**src/rtl/pptrk_pkg.sv**
```systemverilog
// ----------------------------------------------------------------------------
// pptrk_pkg
// shared types and constants for the profile peak tracker
// ----------------------------------------------------------------------------
package pptrk_pkg;

  // profile geometry
  localparam int PROFILE_LEN = 4096;
  localparam int IDX_W       = $clog2(PROFILE_LEN);
  localparam int CNT_W       = $clog2(PROFILE_LEN) + 1;

  // field widths
  localparam int DENS_W  = 16;
  localparam int SLOPE_W = 24;
  localparam int NORM_W  = 13;
  localparam int LOC_W   = 12;
  localparam int WGT_W   = 16;
  localparam int LIMIT_W = 32;
  localparam int CFG_W   = 32;
  localparam int CFG_IDX_W = 3;

  // arithmetic widths
  localparam int FRAC_W    = 16;
  localparam int DIV_W     = 32;
  localparam int DIV_CNT_W = $clog2(DIV_W);
  localparam int TERM_W    = DIV_W + 2;
  localparam int PROD_W    = 2 * SLOPE_W;
  localparam int ACC_W     = 52;
  localparam int SCORE_W   = ACC_W - FRAC_W;

  // payload widths on the stream ports
  localparam int IN_DATA_W  = 40;
  localparam int OUT_DATA_W = 72;

  // register reset values
  localparam logic [DENS_W-1:0]         DENSITY_THRESHOLD_RST = DENS_W'(80);
  localparam logic signed [LIMIT_W-1:0] SLOPE_LIMIT_RST       = '0;
  localparam logic [NORM_W-1:0]         FRAME_WIDTH_RST       = NORM_W'(640);
  localparam logic [NORM_W-1:0]         FRAME_HEIGHT_RST      = NORM_W'(480);
  localparam logic [LOC_W-1:0]          MIN_SEPARATION_RST    = LOC_W'(10);
  localparam logic [LOC_W-1:0]          FALLBACK_LOCATION_RST = LOC_W'(639);
  localparam logic [WGT_W-1:0]          LOCATION_WEIGHT_RST   = WGT_W'(32768);
  localparam logic [WGT_W-1:0]          DENSITY_WEIGHT_RST    = WGT_W'(32768);

  // configuration register map
  typedef enum logic [CFG_IDX_W-1:0] {
    REG_DENSITY_THRESHOLD = 3'd0,
    REG_SLOPE_LIMIT       = 3'd1,
    REG_FRAME_WIDTH       = 3'd2,
    REG_FRAME_HEIGHT      = 3'd3,
    REG_MIN_SEPARATION    = 3'd4,
    REG_FALLBACK_LOCATION = 3'd5,
    REG_LOCATION_WEIGHT   = 3'd6,
    REG_DENSITY_WEIGHT    = 3'd7
  } cfg_reg_t;

  // sequencer states
  typedef enum logic [3:0] {
    ST_IDLE,
    ST_SLOPE,
    ST_TEST,
    ST_DLOAD,
    ST_DIV,
    ST_TERM,
    ST_MLO,
    ST_MHI,
    ST_ACC,
    ST_UPDATE,
    ST_ADVANCE
  } state_t;

endpackage

```
**src/rtl/pptrk_div.sv**
```systemverilog
// ----------------------------------------------------------------------------
// pptrk_div
// restoring divider, one quotient bit per cycle, zero divisor acts as one
// ----------------------------------------------------------------------------
module pptrk_div (
  input  logic                         clk,
  input  logic                         rst,
  input  logic                         start,
  input  logic [pptrk_pkg::DIV_W-1:0]  dividend,
  input  logic [pptrk_pkg::NORM_W-1:0] divisor,
  output logic                         done,
  output logic [pptrk_pkg::DIV_W-1:0]  quotient
);
  import pptrk_pkg::*;

  logic                 busy;
  logic [DIV_CNT_W-1:0] cnt;
  logic [DIV_W-1:0]     qd;
  logic [NORM_W-1:0]    rem;
  logic [NORM_W-1:0]    dsr;
  logic [NORM_W:0]      shifted;
  logic [NORM_W:0]      diff;
  logic                 ge;

  assign shifted  = {rem, qd[DIV_W-1]};
  assign ge       = shifted >= {1'b0, dsr};
  assign diff     = shifted - {1'b0, dsr};
  assign quotient = qd;

  always_ff @(posedge clk) begin
    if (rst) begin
      busy <= 1'b0;
      done <= 1'b0;
      cnt  <= '0;
    end else begin
      done <= 1'b0;
      if (start) begin
        busy <= 1'b1;
        cnt  <= '0;
      end else if (busy) begin
        cnt <= cnt + 1'b1;
        if (cnt == DIV_CNT_W'(DIV_W - 1)) begin
          busy <= 1'b0;
          done <= 1'b1;
        end
      end
    end
  end

  always_ff @(posedge clk) begin
    if (start) begin
      qd  <= dividend;
      rem <= '0;
      dsr <= (divisor == '0) ? NORM_W'(1) : divisor;
    end else if (busy) begin
      qd  <= {qd[DIV_W-2:0], ge};
      rem <= ge ? diff[NORM_W-1:0] : shifted[NORM_W-1:0];
    end
  end

endmodule

```
**src/rtl/profile_peak_tracker.sv**
```systemverilog
// ----------------------------------------------------------------------------
// profile_peak_tracker
// peak search over one frame's smoothed profile with next-frame prediction
// ----------------------------------------------------------------------------
// One input beat is one profile sample (density, Q15.8 slope, tlast on the
// final sample of the frame). A sample other than the first of a frame is a
// peak when its density reaches density_threshold, previous*current slope is
// below slope_product_limit and the slope falls. Each peak is scored against
// the prior primary and secondary predictions and the best of each is kept.
// The tlast sample emits one output beat with the new predictions and the
// peak count. A sample is taken only while the block is idle; s_tready stays
// low until the sample is finished. A peak sample is scored by the single
// radix-2 divider, which runs four 32-bit divisions by the frame size
// registers, one quotient bit per cycle. The tlast sample waits in its final
// step while a previous output beat is still held in the output register.
// No clearing pass after reset; configuration writes are taken at any time.
module profile_peak_tracker (
  input  logic                                 clk,
  input  logic                                 rst,
  // sample stream
  input  logic                                 s_tvalid,
  output logic                                 s_tready,
  input  logic [pptrk_pkg::IN_DATA_W-1:0]      s_tdata,   // density[15:0], slope[39:16]
  input  logic                                 s_tlast,   // last sample of the frame
  // prediction stream
  output logic                                 m_tvalid,
  input  logic                                 m_tready,
  // primary_location[11:0], secondary_location[23:12], primary_density[39:24],
  // secondary_density[55:40], peak_count[68:56], zero fill [71:69]
  output logic [pptrk_pkg::OUT_DATA_W-1:0]     m_tdata,
  // configuration write channel
  input  logic                                 cfg_valid,
  output logic                                 cfg_ready,
  input  logic [pptrk_pkg::CFG_IDX_W-1:0]      cfg_index,
  input  logic [pptrk_pkg::CFG_W-1:0]          cfg_data
);
  import pptrk_pkg::*;

  // --------------------------------------------------------------------------
  // configuration registers
  // --------------------------------------------------------------------------
  logic [DENS_W-1:0]         density_threshold;
  logic signed [LIMIT_W-1:0] slope_product_limit;
  logic [NORM_W-1:0]         frame_width;
  logic [NORM_W-1:0]         frame_height;
  logic [LOC_W-1:0]          min_separation;
  logic [LOC_W-1:0]          fallback_location;
  logic [WGT_W-1:0]          location_weight;
  logic [WGT_W-1:0]          density_weight;

  // always able to take a register write
  assign cfg_ready = 1'b1;

  always_ff @(posedge clk) begin
    if (rst) begin
      density_threshold   <= DENSITY_THRESHOLD_RST;
      slope_product_limit <= SLOPE_LIMIT_RST;
      frame_width         <= FRAME_WIDTH_RST;
      frame_height        <= FRAME_HEIGHT_RST;
      min_separation      <= MIN_SEPARATION_RST;
      fallback_location   <= FALLBACK_LOCATION_RST;
      location_weight     <= LOCATION_WEIGHT_RST;
      density_weight      <= DENSITY_WEIGHT_RST;
    end else if (cfg_valid && cfg_ready) begin
      unique case (cfg_reg_t'(cfg_index))
        REG_DENSITY_THRESHOLD: density_threshold   <= cfg_data[DENS_W-1:0];
        REG_SLOPE_LIMIT:       slope_product_limit <= $signed(cfg_data[LIMIT_W-1:0]);
        REG_FRAME_WIDTH:       frame_width         <= cfg_data[NORM_W-1:0];
        REG_FRAME_HEIGHT:      frame_height        <= cfg_data[NORM_W-1:0];
        REG_MIN_SEPARATION:    min_separation      <= cfg_data[LOC_W-1:0];
        REG_FALLBACK_LOCATION: fallback_location   <= cfg_data[LOC_W-1:0];
        REG_LOCATION_WEIGHT:   location_weight     <= cfg_data[WGT_W-1:0];
        REG_DENSITY_WEIGHT:    density_weight      <= cfg_data[WGT_W-1:0];
        default: ;
      endcase
    end
  end

  // --------------------------------------------------------------------------
  // state
  // --------------------------------------------------------------------------
  state_t state, state_next;

  // captured sample
  logic [DENS_W-1:0]         density_q;
  logic signed [SLOPE_W-1:0] slope_q;
  logic                      last_q;

  // per-frame tracking
  logic signed [SLOPE_W-1:0] previous_slope;
  logic [IDX_W-1:0]          sample_index;
  logic [CNT_W-1:0]          peaks_found;
  logic signed [SCORE_W-1:0] best_primary_score;
  logic signed [SCORE_W-1:0] best_secondary_score;
  logic [IDX_W-1:0]          best_primary_position;
  logic [DENS_W-1:0]         best_primary_weight;
  logic [IDX_W-1:0]          best_secondary_position;
  logic [DENS_W-1:0]         best_secondary_weight;

  // predictions carried across frames
  logic [IDX_W-1:0]          prior_primary_position;
  logic [IDX_W-1:0]          prior_secondary_position;
  logic [DENS_W-1:0]         prior_primary_weight;
  logic [DENS_W-1:0]         prior_secondary_weight;

  // scoring datapath
  logic [1:0]                term_idx;    // 0/1 primary loc/dens, 2/3 secondary
  logic signed [TERM_W-1:0]  term_q;
  logic signed [PROD_W-1:0]  prod_q;
  logic signed [ACC_W-1:0]   acc_q;
  logic signed [ACC_W-1:0]   acc_sum;
  logic signed [SCORE_W-1:0] primary_score;
  logic signed [SCORE_W-1:0] secondary_score;

  // output register
  logic [LOC_W-1:0]          out_primary_location;
  logic [LOC_W-1:0]          out_secondary_location;
  logic [DENS_W-1:0]         out_primary_density;
  logic [DENS_W-1:0]         out_secondary_density;
  logic [CNT_W-1:0]          out_peak_count;

  // control from the sequencer
  logic                      div_start;
  logic                      adv_go;
  logic signed [SLOPE_W-1:0] mul_a;
  logic signed [SLOPE_W-1:0] mul_b;

  // shared divider
  logic                      div_done;
  logic [DIV_W-1:0]          div_quotient;
  logic [DIV_W-1:0]          div_dividend;
  logic [NORM_W-1:0]         div_divisor;

  function automatic logic [LOC_W-1:0] diff_loc(input logic [LOC_W-1:0] a,
                                                input logic [LOC_W-1:0] b);
    return (a > b) ? (a - b) : (b - a);
  endfunction

  function automatic logic [DENS_W-1:0] diff_dens(input logic [DENS_W-1:0] a,
                                                  input logic [DENS_W-1:0] b);
    return (a > b) ? (a - b) : (b - a);
  endfunction

  // --------------------------------------------------------------------------
  // peak test and operand selection
  // --------------------------------------------------------------------------
  logic             is_peak;
  logic [LOC_W-1:0] secondary_ref;
  logic [DENS_W-1:0] div_num;
  logic [WGT_W-1:0] weight_sel;

  // prod_q holds previous_slope * slope once the sequencer reaches the test
  assign is_peak = (sample_index != '0)
                && (density_q >= density_threshold)
                && (prod_q < PROD_W'(slope_product_limit))
                && (previous_slope > slope_q);

  // priors that sit too close together score the secondary at the fallback
  assign secondary_ref =
    (diff_loc(prior_primary_position, prior_secondary_position) < min_separation)
      ? fallback_location : prior_secondary_position;

  // per term: numerator and normaliser (secondary uses the swapped pair)
  always_comb begin
    case (term_idx)
      2'd0: begin
        div_num     = DENS_W'(diff_loc(prior_primary_position, sample_index));
        div_divisor = frame_width;
      end
      2'd1: begin
        div_num     = diff_dens(prior_primary_weight, density_q);
        div_divisor = frame_height;
      end
      2'd2: begin
        div_num     = DENS_W'(diff_loc(secondary_ref, sample_index));
        div_divisor = frame_height;
      end
      default: begin
        div_num     = diff_dens(prior_secondary_weight, density_q);
        div_divisor = frame_width;
      end
    endcase
  end

  assign div_dividend = {div_num, FRAC_W'(0)};
  assign weight_sel   = term_idx[0] ? density_weight : location_weight;

  pptrk_div u_div (
    .clk      (clk),
    .rst      (rst),
    .start    (div_start),
    .dividend (div_dividend),
    .divisor  (div_divisor),
    .done     (div_done),
    .quotient (div_quotient)
  );

  // --------------------------------------------------------------------------
  // sequencer: next state
  // --------------------------------------------------------------------------
  always_comb begin
    state_next = state;
    unique case (state)
      ST_IDLE:    if (s_tvalid) state_next = ST_SLOPE;
      ST_SLOPE:   state_next = ST_TEST;
      ST_TEST:    state_next = is_peak ? ST_DLOAD : ST_ADVANCE;
      ST_DLOAD:   state_next = ST_DIV;
      ST_DIV:     if (div_done) state_next = ST_TERM;
      ST_TERM:    state_next = ST_MLO;
      ST_MLO:     state_next = ST_MHI;
      ST_MHI:     state_next = ST_ACC;
      ST_ACC:     state_next = (term_idx == 2'd3) ? ST_UPDATE : ST_DLOAD;
      ST_UPDATE:  state_next = ST_ADVANCE;
      ST_ADVANCE: if (adv_go) state_next = ST_IDLE;
      default:    state_next = ST_IDLE;
    endcase
  end

  // --------------------------------------------------------------------------
  // sequencer: outputs
  // --------------------------------------------------------------------------
  always_comb begin
    s_tready  = 1'b0;
    div_start = 1'b0;
    adv_go    = 1'b0;
    mul_a     = previous_slope;
    mul_b     = slope_q;
    unique case (state)
      ST_IDLE:  s_tready = 1'b1;
      ST_DLOAD: div_start = 1'b1;
      // weight times low 16 bits of the term, then times the signed upper part
      ST_MLO: begin
        mul_a = $signed({{(SLOPE_W-FRAC_W){1'b0}}, term_q[FRAC_W-1:0]});
        mul_b = $signed({{(SLOPE_W-WGT_W){1'b0}}, weight_sel});
      end
      ST_MHI: begin
        mul_a = $signed({{(SLOPE_W-TERM_W+FRAC_W){term_q[TERM_W-1]}},
                         term_q[TERM_W-1:FRAC_W]});
        mul_b = $signed({{(SLOPE_W-WGT_W){1'b0}}, weight_sel});
      end
      // a frame end holds here until the output register is free
      ST_ADVANCE: adv_go = !last_q || !m_tvalid || m_tready;
      default: ;
    endcase
  end

  always_ff @(posedge clk) begin
    if (rst) state <= ST_IDLE;
    else     state <= state_next;
  end

  // --------------------------------------------------------------------------
  // datapath
  // --------------------------------------------------------------------------
  // running sum of the two weighted terms; upper product enters shifted by 16
  always_comb begin
    acc_sum = acc_q + ($signed({{(ACC_W-PROD_W){prod_q[PROD_W-1]}}, prod_q}) <<< FRAC_W);
  end

  // captured sample and arithmetic registers
  always_ff @(posedge clk) begin
    if (s_tvalid && s_tready) begin
      density_q <= s_tdata[DENS_W-1:0];
      slope_q   <= $signed(s_tdata[DENS_W+SLOPE_W-1:DENS_W]);
      last_q    <= s_tlast;
    end
    // the one multiplier: slope product first, then the weight products
    prod_q <= mul_a * mul_b;
    if (state == ST_TERM) begin
      term_q <= $signed(TERM_W'(1) <<< FRAC_W) - $signed({2'b00, div_quotient});
    end
    if (state == ST_TEST) begin
      acc_q <= '0;
    end else if (state == ST_MHI) begin
      acc_q <= acc_q + $signed({{(ACC_W-PROD_W){prod_q[PROD_W-1]}}, prod_q});
    end else if (state == ST_ACC) begin
      // floor shift: arithmetic shift of the two's complement sum
      if (term_idx == 2'd1) primary_score   <= acc_sum[ACC_W-1:FRAC_W];
      if (term_idx == 2'd3) secondary_score <= acc_sum[ACC_W-1:FRAC_W];
      acc_q <= term_idx[0] ? '0 : acc_sum;
    end
  end

  // term counter
  always_ff @(posedge clk) begin
    if (rst) begin
      term_idx <= '0;
    end else if (state == ST_TEST) begin
      term_idx <= '0;
    end else if (state == ST_ACC) begin
      term_idx <= term_idx + 1'b1;
    end
  end

  // frame tracking, predictions and the output register
  always_ff @(posedge clk) begin
    if (rst) begin
      previous_slope           <= '0;
      sample_index             <= '0;
      peaks_found              <= '0;
      best_primary_score       <= '0;
      best_secondary_score     <= '0;
      best_primary_position    <= '0;
      best_primary_weight      <= '0;
      best_secondary_position  <= '0;
      best_secondary_weight    <= '0;
      prior_primary_position   <= '0;
      prior_secondary_position <= '0;
      prior_primary_weight     <= '0;
      prior_secondary_weight   <= '0;
      m_tvalid                 <= 1'b0;
    end else begin
      // a new beat may replace one that leaves on this same edge
      if (adv_go && last_q) begin
        m_tvalid <= 1'b1;
      end else if (m_tvalid && m_tready) begin
        m_tvalid <= 1'b0;
      end

      // keep the strictly better peak, the first one in a frame always
      if (state == ST_UPDATE) begin
        if (peaks_found == '0 || primary_score > best_primary_score) begin
          best_primary_score    <= primary_score;
          best_primary_position <= sample_index;
          best_primary_weight   <= density_q;
        end
        if (peaks_found == '0 || secondary_score > best_secondary_score) begin
          best_secondary_score    <= secondary_score;
          best_secondary_position <= sample_index;
          best_secondary_weight   <= density_q;
        end
        if (peaks_found < CNT_W'(PROFILE_LEN)) peaks_found <= peaks_found + 1'b1;
      end

      if (adv_go) begin
        if (last_q) begin
          // predictions move only when the frame had a peak
          if (peaks_found != '0) begin
            prior_primary_position   <= best_primary_position;
            prior_secondary_position <= best_secondary_position;
            prior_primary_weight     <= best_primary_weight;
            prior_secondary_weight   <= best_secondary_weight;
          end

          // start the next frame clean
          previous_slope          <= '0;
          sample_index            <= '0;
          peaks_found             <= '0;
          best_primary_score      <= '0;
          best_secondary_score    <= '0;
          best_primary_position   <= '0;
          best_primary_weight     <= '0;
          best_secondary_position <= '0;
          best_secondary_weight   <= '0;
        end else begin
          previous_slope <= slope_q;
          // position saturates on an over-long profile
          if (sample_index != IDX_W'(PROFILE_LEN - 1)) sample_index <= sample_index + 1'b1;
        end
      end
    end
  end

  // output payload
  always_ff @(posedge clk) begin
    if (adv_go && last_q) begin
      if (peaks_found != '0) begin
        out_primary_location   <= best_primary_position;
        out_secondary_location <= best_secondary_position;
        out_primary_density    <= best_primary_weight;
        out_secondary_density  <= best_secondary_weight;
      end else begin
        out_primary_location   <= prior_primary_position;
        out_secondary_location <= prior_secondary_position;
        out_primary_density    <= prior_primary_weight;
        out_secondary_density  <= prior_secondary_weight;
      end
      out_peak_count <= peaks_found;
    end
  end

  assign m_tdata = {3'b000, out_peak_count, out_secondary_density, out_primary_density,
                    out_secondary_location, out_primary_location};

endmodule

```
**config.mk**
```make
export PLATFORM = sky130hd
export DESIGN_NAME = profile_peak_tracker
export DESIGN_NICKNAME = d
export VERILOG_FILES = /design/src/rtl/pptrk_pkg.sv /design/src/rtl/pptrk_div.sv /design/src/rtl/profile_peak_tracker.sv
export SDC_FILE = /design/constraint.sdc
export NUM_CORES = 2
export LEC_CHECK = 0
export BUFFER_PORTS_ARGS = -buffer_cell sky130_fd_sc_hd__clkbuf_2
export CELL_PAD_IN_SITES_DETAIL_PLACEMENT = 2
export CELL_PAD_IN_SITES_GLOBAL_PLACEMENT = 2
export CORE_UTILIZATION = 41
export CTS_BUF_LIST = sky130_fd_sc_hd__clkbuf_16
export DETAILED_ROUTE_END_ITERATION = 8
export PLACE_DENSITY = 0.84
export SYNTH_ARGS = -nofsm -noshare
export SYNTH_HDL_FRONTEND = slang
export SYNTH_SLANG_ARGS = --single-unit
```
**constraint.sdc**
```tcl
create_clock -name clk -period 10.49 [get_ports clk]
set_clock_uncertainty 0.2 [all_clocks]
set_input_delay 2.6225 -clock clk [delete_from_list [all_inputs] [get_ports clk]]
set_output_delay 2.6225 -clock clk [all_outputs]
set_load 0.02 [all_outputs]
```
==> summary.md <==
The run finished with clean final reports. In the global route stage, overall resource usage came out at 31.60%. The area growth from synthesis to layout is 8.632%. The initial detailed-routing violation count is 3815, and the max-capacitance violation count is 0. The tools report the global route total overflow as 0. Routability-driven placement finished with a final weighted congestion of 0.9312.

The top cell type's share of synthesized area came out at 19.52%. By area the synthesized netlist is led by sky130_fd_sc_hd__fa_1 (20%), sky130_fd_sc_hd__dfxtp_1 (16%), sky130_fd_sc_hd__edfxtp_1 (12%), sky130_fd_sc_hd__ha_1 (11%), sky130_fd_sc_hd__inv_1 (5.6%). The net count of the finished layout is 8188. In this run the vertical extent of the chip is 395.8 um. The most frequent cell after synthesis was sky130_fd_sc_hd__inv_1.

The number of warnings issued by yosys is 0, and the vias per cell is 5.817. The count of final max-slew check failures was 0. Timing would allow up to 101.3 MHz.

Buffers inserted during clock tree synthesis total 89. The tools report the kind of start point of the critical path as a register. The largest driver fanout on the critical path is 17, and the worst vdd rail ir drop is 126.5 uV. After detailed placement, the total cell area comes to 66220 um2.

Once layout is done, the placed cells without fillers occupy 69060 um2. The critical path's slowest cell was sky130_fd_sc_hd__o21a_1. The routed design has 249500 um of wire.

The most used flip-flop cell after synthesis is sky130_fd_sc_hd__dfxtp_1. Setup violations remaining at the end of the flow were counted as 0. The number of synthesized flops with an enable pin came out at 244. Setup repair after global routing left no endpoint under its margin.

In the final routed layout, each cell accounts on average for 27.52 um. The tools report the maximum number of pins on one net before global-route repair as 168. The run gives 52730 as the total number of vias.

The region available for standard cell placement spans 154000 um2. Dividing the final minimum period by the clock period gives 94.14%. In the final timing run, aggregate negative setup slack is 0 ns. The die area was 156600 um2; the async set-or-reset flop fraction in the synthesized netlist was 0%. Clock-pin slew was measured on the worst setup and hold paths at 0.06 ns. The number of global-route vias before repair was 59260. The total power density per cell area is 182.4 nW/um2, and the H-tree level count is 3. At the worst endpoint, the arrival time is 10.34 ns. Number of instances in the synthesized netlist: 6957. The final critical-path required period works out to 9.875 ns.

The type of the most critical hold path was register to register. The critical path required time is 10.96 ns. Averaged over all synthesized cells, the footprint is 9.138 um2. The initial cell density of the core was 41.27%; the number of buffers inserted by post-CTS setup repair was 0.

The clock sink total came out at 750. The pre-antenna-repair detailed-routing pass consisted of 5 iterations. The x dimension of the die works out to 395.8 um.

In the final layout, the share of cells above drive strength 1 is 6.340%. For the pin with the worst max-slew slack, the measured transition is 1.395 ns. For this design, the CTS-stage hold fixing added 0 buffers.

TritonCTS built the clock tree. In this run the core area contains 144 standard-cell rows. Count of endpoints failing hold in the final timing report: 0.

CTS placed an instance of sky130_fd_sc_hd__clkbuf_16 at the clock tree root. Wire length of the first global-routing pass: 376700 um. The dominant cell type by area after synthesis is sky130_fd_sc_hd__fa_1. Cell with the most instances on the worst path: sky130_fd_sc_hd__fa_1. STA classifies the critical path endpoint as a register. The half-perimeter wire length after placement is 194400 um, and the number of antenna violations at the first check in global routing is 5.

The static leakage power came out at 31.06 nW. The kind of critical path was register to register. In this run, synthesis produced a sequential element count of 750.

For the number of ports placed on the die boundary, the log shows 156. The total of buffers placed on input and output ports is 151. The largest incremental delay on the critical path works out to 0.83 ns. By count the netlist is led by sky130_fd_sc_hd__inv_1 (950), sky130_fd_sc_hd__nand2_1 (771), sky130_fd_sc_hd__nor2_1 (659), sky130_fd_sc_hd__fa_1 (620), sky130_fd_sc_hd__ha_1 (545). The cell area after synthesis was 63570 um2; the post-route antenna net violation count was 0.

At the later pin of the worst-skew pair, clock insertion delay measures 0.73 ns. Once layout is complete, the utilization of the core stands at 44.83%. For this run, design rule violations remaining after detail routing come to 0. Post-CTS repair changed the size of 0 cells. The number of unique standard cell types used by synthesis was 100. Summing the sequential cell areas from Yosys gives 27.46% of the chip area. The longest clock path from root to sink contains 3 buffers.

Prior to clock tree synthesis, the placed netlist has a worst setup slack of 0.8139 ns. Headroom to the max-slew limit came out at 6.345%. The run gives 0.6149 ns as the worst setup margin.
## flip-flops by register name (all words and copies together) (netlist names), 16 cells and up
signal and cells:
density_q 16, density_threshold 16, prior_primary_weight 16, best_secondary_score 36
primary_score 36, out_secondary_density 16, best_primary_weight 16, best_primary_score 36
location_weight 16, slope_product_limit 32, prod_q 48, prior_secondary_weight 16
best_secondary_weight 16, out_primary_density 16, density_weight 16, secondary_score 36
term_q 33, u_div.quotient 32, acc_q 52, slope_q 24
previous_slope 24
## critical path: cells and delay by family, from the launching register on
family / cells / cell delay, ns
adder cells (fa/ha/maj): 8 / 4.03
AO/OA/AOI/OAI: 10 / 3.07
AND/OR/NAND/NOR: 4 / 1.12
buffers and inverters: 5 / 0.68
flip-flops: 1 / 0.58
XOR/XNOR: 1 / 0.12
## cell type report
class	instances	area, um2
multi-input cells	4933	41340
flip-flops and latches	750	17460
diodes	1	2.502
clock buffers	91	2277
well taps	2044	2557
repair buffers	217	1297
clock inverters	77	558.0
inverters	951	3570
fillers	16610	84990
## layout by cell type, fill, tap and decap left out, types with 21 or more instances in the layout
| master | n |
|---|---|
| sky130_fd_sc_hd__a211oi_1 | 40 |
| sky130_fd_sc_hd__a21o_1 | 205 |
| sky130_fd_sc_hd__a21oi_1 | 400 |
| sky130_fd_sc_hd__a221oi_1 | 43 |
| sky130_fd_sc_hd__a22oi_1 | 52 |
| sky130_fd_sc_hd__a31oi_1 | 21 |
| sky130_fd_sc_hd__and2_1 | 23 |
| sky130_fd_sc_hd__and3_1 | 87 |
| sky130_fd_sc_hd__buf_4 | 63 |
| sky130_fd_sc_hd__clkbuf_16 | 91 |
| sky130_fd_sc_hd__clkbuf_2 | 150 |
| sky130_fd_sc_hd__dfxtp_1 | 505 |
| sky130_fd_sc_hd__edfxtp_1 | 244 |
| sky130_fd_sc_hd__fa_1 | 620 |
| sky130_fd_sc_hd__ha_1 | 545 |
| sky130_fd_sc_hd__inv_1 | 974 |
| sky130_fd_sc_hd__mux2_2 | 28 |
| sky130_fd_sc_hd__mux2i_1 | 301 |
| sky130_fd_sc_hd__nand2_1 | 771 |
| sky130_fd_sc_hd__nand2b_1 | 37 |
| sky130_fd_sc_hd__nand3_1 | 52 |
| sky130_fd_sc_hd__nand4_1 | 77 |
| sky130_fd_sc_hd__nor2_1 | 653 |
| sky130_fd_sc_hd__nor2b_1 | 57 |
| sky130_fd_sc_hd__nor3_1 | 60 |
| sky130_fd_sc_hd__nor4_1 | 25 |
| sky130_fd_sc_hd__o21a_1 | 53 |
| sky130_fd_sc_hd__o21ai_0 | 195 |
| sky130_fd_sc_hd__o21ai_1 | 63 |
| sky130_fd_sc_hd__o21bai_1 | 28 |
| sky130_fd_sc_hd__xnor2_1 | 166 |
| sky130_fd_sc_hd__xor2_1 | 72 |
## path summary, 6_finish.rpt
path                      startpoint                 endpoint  slack, ns  depth (start not counted)
max                         state[1]               prod_q[45]       0.61                         28
max reg2reg                 state[1]               prod_q[45]       0.61                         28
min          slope_product_limit[25]  slope_product_limit[25]       0.26                          2
min reg2reg  slope_product_limit[25]  slope_product_limit[25]       0.26                          2
## kinds of logic after synthesis
family,synth area share [%]
and+or+nand+nor,13.39
buffers and inverters,7.678
AOI/OAI and AO/OA,12.66
adders and majority gates,30.25
DFF,27.46
muxes,5.271
xor gates and xnor gates,3.279
other,0.01181
## power by group
part	leakage, nW	switching, mW	internal, mW	total (mW)
sequential	6.35	0.521	3.41	3.94
combinational	23.2	3.62	1.95	5.57
clock	1.47	1.40	1.69	3.09
total	31.1	5.54	7.05	12.6
## metal layers
metal	global-route usage (%)	share of wire (%)	vias up	routed length, um
met1	41.22	42	27630	105600
met5	0	0.017	-	42
met2	52.17	47	1644	118200
met4	12.04	4.0	6	10050
li1	-	-	22970	-
met3	5.380	6.2	483	15520
## per-stage QoR
| step | hold WS (ns) | power, mW | cells |
|---|---|---|---|
| 5_1_grt | 0.2814 | 13.21 | 9064 |
| 4_1_cts | 0.2610 | 12.56 | 9063 |
| 3_5_place_dp | 0.2529 | 9.390 | 8895 |
| 2_1_floorplan | 0.2329 | 7.280 | 6959 |
| 3_3_place_gp | 0.2384 | 9.001 | 8895 |
| 6_report | 0.2573 | 12.59 | 9064 |
(Power assumes the default switching activity.)
